[config.mk]
export PLATFORM = sky130hd
export DESIGN_NAME = lcpm_out_fifo
export DESIGN_NICKNAME = d
export VERILOG_FILES = /design/src/rtl/lcpm_pkg.sv /design/src/rtl/lcpm_out_fifo.sv
export SDC_FILE = /design/constraint.sdc
export NUM_CORES = 1
export LEC_CHECK = 0
export BUFFER_PORTS_ARGS = -buffer_cell sky130_fd_sc_hd__buf_2
export CAP_MARGIN = 20
export CELL_PAD_IN_SITES_DETAIL_PLACEMENT = 1
export CELL_PAD_IN_SITES_GLOBAL_PLACEMENT = 2
export CORE_ASPECT_RATIO = 1.25
export CORE_MARGIN = 10
export CORE_UTILIZATION = 25
export CTS_CLUSTER_DIAMETER = 30
export CTS_CLUSTER_SIZE = 30
export DETAILED_ROUTE_END_ITERATION = 8
export GPL_ROUTABILITY_DRIVEN = 0
export PLACE_DENSITY = 0.54
export SYNTH_ARGS = -nofsm -noshare
export SYNTH_HDL_FRONTEND = slang
export SYNTH_SLANG_ARGS = --single-unit
export TNS_END_PERCENT = 10
[constraint.sdc]
create_clock -name clk -period 2.11 [get_ports clk]
set_clock_uncertainty 0.15 [all_clocks]
set_input_delay 0.211 -clock clk [delete_from_list [all_inputs] [get_ports clk]]
set_output_delay 0.211 -clock clk [all_outputs]
set_load 0.005 [all_outputs]
[src/rtl/lcpm_pkg.sv]
// ----------------------------------------------------------------------------
// lcpm_pkg
// Shared types, sizes and codes for the lamp channel presence monitor.
// ----------------------------------------------------------------------------
package lcpm_pkg;

  // Block sizes
  localparam int RING_DEPTH       = 30;
  localparam int CURRENT_CHANNELS = 8;
  localparam int SENSE_PINS       = 9;
  localparam int COUNT_WIDTH      = 32;

  // Fixed field widths of the ports
  localparam int ADC_W       = 10;
  localparam int PORT_CHANS  = 8;
  localparam int PIN_PORT_W  = 9;
  localparam int VOLT_W      = 8;
  localparam int DEC_W       = 4;
  localparam int THR_W       = 10;
  localparam int RATIO_W     = 7;
  localparam int CFG_DATA_W  = 10;
  localparam int CFG_IDX_W   = 2;
  localparam int OP_W        = 2;

  // Derived sizes
  localparam int PTR_W  = (RING_DEPTH > 1) ? $clog2(RING_DEPTH) : 1;
  localparam int SUM_W  = ADC_W + $clog2(RING_DEPTH);
  localparam int PROD_W = COUNT_WIDTH + RATIO_W;

  // Result queue
  localparam int OUT_DEPTH = 4;
  localparam int OQ_PTR_W  = $clog2(OUT_DEPTH);
  localparam int OQ_CNT_W  = $clog2(OUT_DEPTH + 1);

  // Decimal weight on the high-level count of the pin activity test
  localparam int HIGH_WEIGHT = 100;

  typedef enum logic [OP_W-1:0] {
    OP_FRAME = 2'd0,
    OP_PINS  = 2'd1,
    OP_CLEAR = 2'd2
  } op_t;

  typedef enum logic [CFG_IDX_W-1:0] {
    CFG_DECIMATION = 2'd0,
    CFG_THRESHOLD  = 2'd1,
    CFG_RATIO      = 2'd2
  } cfg_idx_t;

  typedef logic [CURRENT_CHANNELS-1:0][ADC_W-1:0] frame_t;
  typedef logic [CURRENT_CHANNELS-1:0][SUM_W-1:0] sum_vec_t;
  typedef logic [SENSE_PINS-1:0][COUNT_WIDTH-1:0] cnt_vec_t;

  typedef struct packed {
    logic [CURRENT_CHANNELS > 0 ? 7 : 7:0] current_present;
    logic [VOLT_W-1:0]                     voltage_active;
    logic                                  mains_active;
  } status_t;

  typedef struct packed {
    logic    valid;
    status_t status;
  } status_push_t;

endpackage

[src/rtl/lcpm_out_fifo.sv]
// ----------------------------------------------------------------------------
// lcpm_out_fifo
// Small result queue in front of the output channel.
// ----------------------------------------------------------------------------
module lcpm_out_fifo
  import lcpm_pkg::*;
(
  input  logic                clk,
  input  logic                rst_n,
  input  status_push_t        push,
  input  logic                out_stall,
  output logic                out_valid,
  output status_t             out_status,
  output logic [OQ_CNT_W-1:0] count
);

  status_t             mem_r [OUT_DEPTH];
  logic [OQ_PTR_W-1:0] wr_ptr_r;
  logic [OQ_PTR_W-1:0] rd_ptr_r;
  logic [OQ_CNT_W-1:0] cnt_r;
  logic [OQ_CNT_W-1:0] cnt_nxt;
  logic                pop;

  assign out_valid  = (cnt_r != '0);
  assign out_status = mem_r[rd_ptr_r];
  assign pop        = out_valid && !out_stall;
  assign count      = cnt_r;

  always_comb begin
    cnt_nxt = cnt_r;
    if (push.valid && !pop) begin
      cnt_nxt = cnt_r + OQ_CNT_W'(1);
    end else if (!push.valid && pop) begin
      cnt_nxt = cnt_r - OQ_CNT_W'(1);
    end
  end

  always_ff @(posedge clk) begin
    if (!rst_n) begin
      wr_ptr_r <= '0;
      rd_ptr_r <= '0;
      cnt_r    <= '0;
    end else begin
      cnt_r <= cnt_nxt;
      if (push.valid) begin
        wr_ptr_r <= wr_ptr_r + OQ_PTR_W'(1);
      end
      if (pop) begin
        rd_ptr_r <= rd_ptr_r + OQ_PTR_W'(1);
      end
    end
  end

  always_ff @(posedge clk) begin
    if (push.valid) begin
      mem_r[wr_ptr_r] <= push.status;
    end
  end

endmodule

## After elaboration in Yosys (flattened, before gate mapping)

Memory sizes are Yosys's and may differ from the RTL's. A register that Yosys moved wholly into a read port is not among the register bits.
Cells that the tools add are included.

- Reductions and logical operators: 8
- Bitwise logic cells: 0
- Divide/modulo/power cells: 0
- Magnitude comparators: 0
- Shifts and indexed selects: 0
- Multiply operators: 0
- Multiplexer cells: 6
- Equality and inequality tests: 0
- Add/subtract/negate cells: 4

Operators with widths:

| operator | number |
|---|---|
| $mux W3 | 2 |
| $add A2 B1 Y2 const B | 2 |
| $mux W2 | 2 |
| $add A3 B1 Y3 const B | 1 |
| $logic_and A1 B1 Y1 | 3 |
| $logic_not A1 Y1 | 3 |
| $reduce_bool A3 Y1 | 1 |
| $sub A3 B1 Y3 const B | 1 |
| $mux W1 | 2 |
| $reduce_bool A2 Y1 | 1 |

- Bits in writable memories: 68
- Latch bits: 0
- Bits in read-only memories: 0
- Output and inout port bits: 21
- Input bits: 21
- Flip-flop bits (word level): 7
- Logic and storage cells: 22
- Memories: 1

Memories:

| name | depth | bits a word | read ports | clocked after memory_dff | wr ports | RTL line | RTL |
|---|---|---|---|---|---|---|---|
| mem_r | 4 | 17 | 1 | 1 | 1 | lcpm_out_fifo.sv:17 | `status_t mem_r [OUT_DEPTH];` |

## Longest topological paths before layout

- Depth after elaboration: 5
- Gate-level depth with buffers: 8
- Gate-level depth less buffers: 8

## Worst setup path before layout

No wires, ideal clock.

- Kind: register to register
- Start point: register cnt_r[0], in the netlist count[0]
- End point: register cnt_r[2], in the netlist count[2]
- Stages on the path, launching flop included: 9
- Arrival time: 1998 ps
- Path buffers: 0
- Period minus slack after synthesis: 2223 ps
- Library setup time: 76 ps
- Required time: 1884 ps
- Setup slack: -113 ps
- Cells stage by stage: dfxtp_1 nor3_1 or2_2 ha_1 inv_1 fa_1 xor2_1 or3_1 a21boi_0

- Longest elaborated chain between the ends: 5
- Elaborated cells between the ends (all ways): 10
- Those cells by class: 2 x add/sub; 2 x mux; 6 x reduce/logical

Ends and longest elaborated chain:

| element | RTL line | RTL |
|---|---|---|
| start: declaration | lcpm_out_fifo.sv:20 | `logic [OQ_CNT_W-1:0] cnt_r;` |
| start signal: assignment | lcpm_out_fifo.sv:44 | `cnt_r <= cnt_nxt;` |
| branches (longest 5 deep; another with $sub A3 B1 Y3) | -- |  |

Several ways; the timed one is not identified. The select of a mux whose other input is x is not followed.
A chain may end at the register's enable or synchronous reset.

==> run metrics <==
Final Setup Violations=0; sequential area share after synthesis=75.4%; Slew @ Worst Pin=0.311 ns; buffers added on ports=41; warnings from Yosys=0; Clock Latency Late Sink=0.33 ns; Max-Cap Viols=0; proportion of layout cells with a drive suffix above 1=40.9%; most common cell after layout, fill and taps aside=edfxtp_1; fmax=0.497 GHz; syn_nets=161; Util after Layout=34.4%; Yosys reg bits=77; Peak VDD IR=0.479 mV; initial antenna violation count=0; first-pass GRT wire length=9560 um; GRT Util Overall=7.88%; worst hold margin=0.0508 ns; M3 GR Usage=3.04%; Reg clk slew, reported paths=0.06 ns; vias in the first global route=1,754; num rows=44; routed wire length per instance=17.3 um; Synth Instances=134; Pwr Density=1170 nW/um^2; Leak=1.44 nW; Clock Tree Buf Depth=2; DRC violations left=0; Synth area leaders=edfxtp_1 69%, mux4_2 7.6%, mux4_1 6.2%; gr ovfl total=0; met1 usage=8.16%; core footprint=11,600 um^2; share of the synthesized area in the top cell type=69.3%; final worst slack=0.0964 ns; post-route ant nets=0; CTS tree=built; initial DRC count=48; Post-Place Cells=320; post-route clock period utilization=95.4%; grt peak-use layer=met2; Cell Area, Synth=2950 um^2; status=finished clean; Die ar.=16,600 um^2; chip height=141 um; vias=1,509; die width=117 um; Initial Utilization=25.5%; Post-DP HPWL=3990 um; drt pass-1 iters=3; leading area contributor after synthesis=edfxtp_1; post-place setup slack=-0.00994 ns; htree depth=3; Crit Path Class=flip-flop to flip-flop; CTS Sinks=77; Root Buffer=clkbuf_16; largest net degree at the start of global routing=18; Worst EP required=2.18 ns; final-layout fill cell count=1,179; # diodes=0; Routed WL=6180 um; crit-path max FO=5; met2 usage=13.4%; critical path arrival=2.09 ns; commonest non-fill, non-tap cells in the layout=68 x edfxtp_1, 41 x buf_2, 17 x dlygate4sd3_1; Layout Nets=242; max-slew violations=0; Layout area overhead=35.1%; Rel. slew slack=79.3%; Worst setup EP type=flip-flop; I/O pins=42; CP Launch Type=flip-flop; final hold vios=0; setup_tns=0 ns; unrepaired setup endpoints after global routing=false; Vias/cell=4.22; post-synthesis cell type count=21; Num CTS Buffers=9; worst hold path class=primary input to flip-flop; Non-Filler Instances=358; post-layout min period=2.01 ns; Mean Syn Cell Area=22.0 um^2
-- worst max-delay path, stage by stage, from the launching register on --
cell,delay (ns)
dfxtp_2,0.37
nor3_4,0.06
buf_4,0.13
buf_4,0.12
buf_4,0.12
buf_4,0.12
buf_4,0.12
buf_4,0.13
or3_1,0.33
a21boi_0,0.27
-- stage by stage --
stage / area [um^2] / total power (W)
floorplan: 2960 / 0.00235
global placement: 3390 / 0.00269
detailed placement: 3390 / 0.00270
CTS: 3970 / 0.00472
global route: 3980 / 0.00492
finish: 3980 / 0.00467
-- synthesized netlist by cell type (all sizes together) --
cell type / count
edfxtp: 68
mux4: 17
dfxtp: 9
and2: 6
ha: 5
a21boi: 4
buf: 4
inv: 4
o21ai: 3
or3: 3
mux2i: 2
nor2b: 2
xor2: 2
fa: 1
nand2b: 1
nor3: 1
or2: 1
xnor2: 1
-- path summary, 6_finish.rpt --
kind / start / endpoint / slack [ns] / depth (start not counted)
worst max register to register: count[2]$_SDFFE_PN0P_ / flip-flop / 0.1 / 9
worst max-delay path: count[2]$_SDFFE_PN0P_ / flip-flop / 0.1 / 9
worst min-delay path: rst_n / count[2]$_SDFFE_PN0P_ / 0.05 / 2
worst min register to register: count[2]$_SDFFE_PN0P_ / count[2]$_SDFFE_PN0P_ / 0.36 / 2
-- routing by layer --
layer  vias to the layer above  share of wire [%]
met1                       752                 40
met5                         -                  0
met2                        39                 51
met3                        11                6.9
met4                         0                2.2
li1                        707                  -
-- flip-flops by register name, summed over array words and instances, names as in the netlist, named ones only --
register and cells:
mem_r 68, rd_ptr_r 2, count 3, wr_ptr_r 2
-- report_power, final --
group,total (W),switching (W),internal (W)
combinational,0.000976,0.000411,0.000565
sequential,0.00183,0.0000536,0.00178
clock,0.00186,0.000588,0.00127
total,0.00467,0.00105,0.00361
-- repair_timing --
action,4_1_cts,5_1_grt
setup buffers,5,0
gates resized for setup,2,4
hold buffers,17,0
endpoints found under the hold margin,68,0
setup endpoints to repair,1,1
pin swaps,2,3
-- kinds of logic after synthesis --
group                    count (synthesis)  synth area share, %
AND/OR/NAND/NOR                         14                 2.93
XOR/XNOR                                 3                0.892
flip-flops                              77                 75.4
AO/OA/AOI/OAI                            7                 1.53
adder cells (fa/ha/maj)                  6                 2.80
buffers and inverters                    8                 1.91
multiplexers                            19                 14.6
-- layout make-up --
cell class	count	area, um^2	area share [%]
clock buffer	9	225	5.66
tap	138	173	4.34
inverter	4	15.0	0.377
multi-input combinational	49	698	17.5
sequential	77	2230	55.9
timing repair buffer	74	508	12.8
clock inverter	7	138	3.46
(Power assumes the default switching activity.)
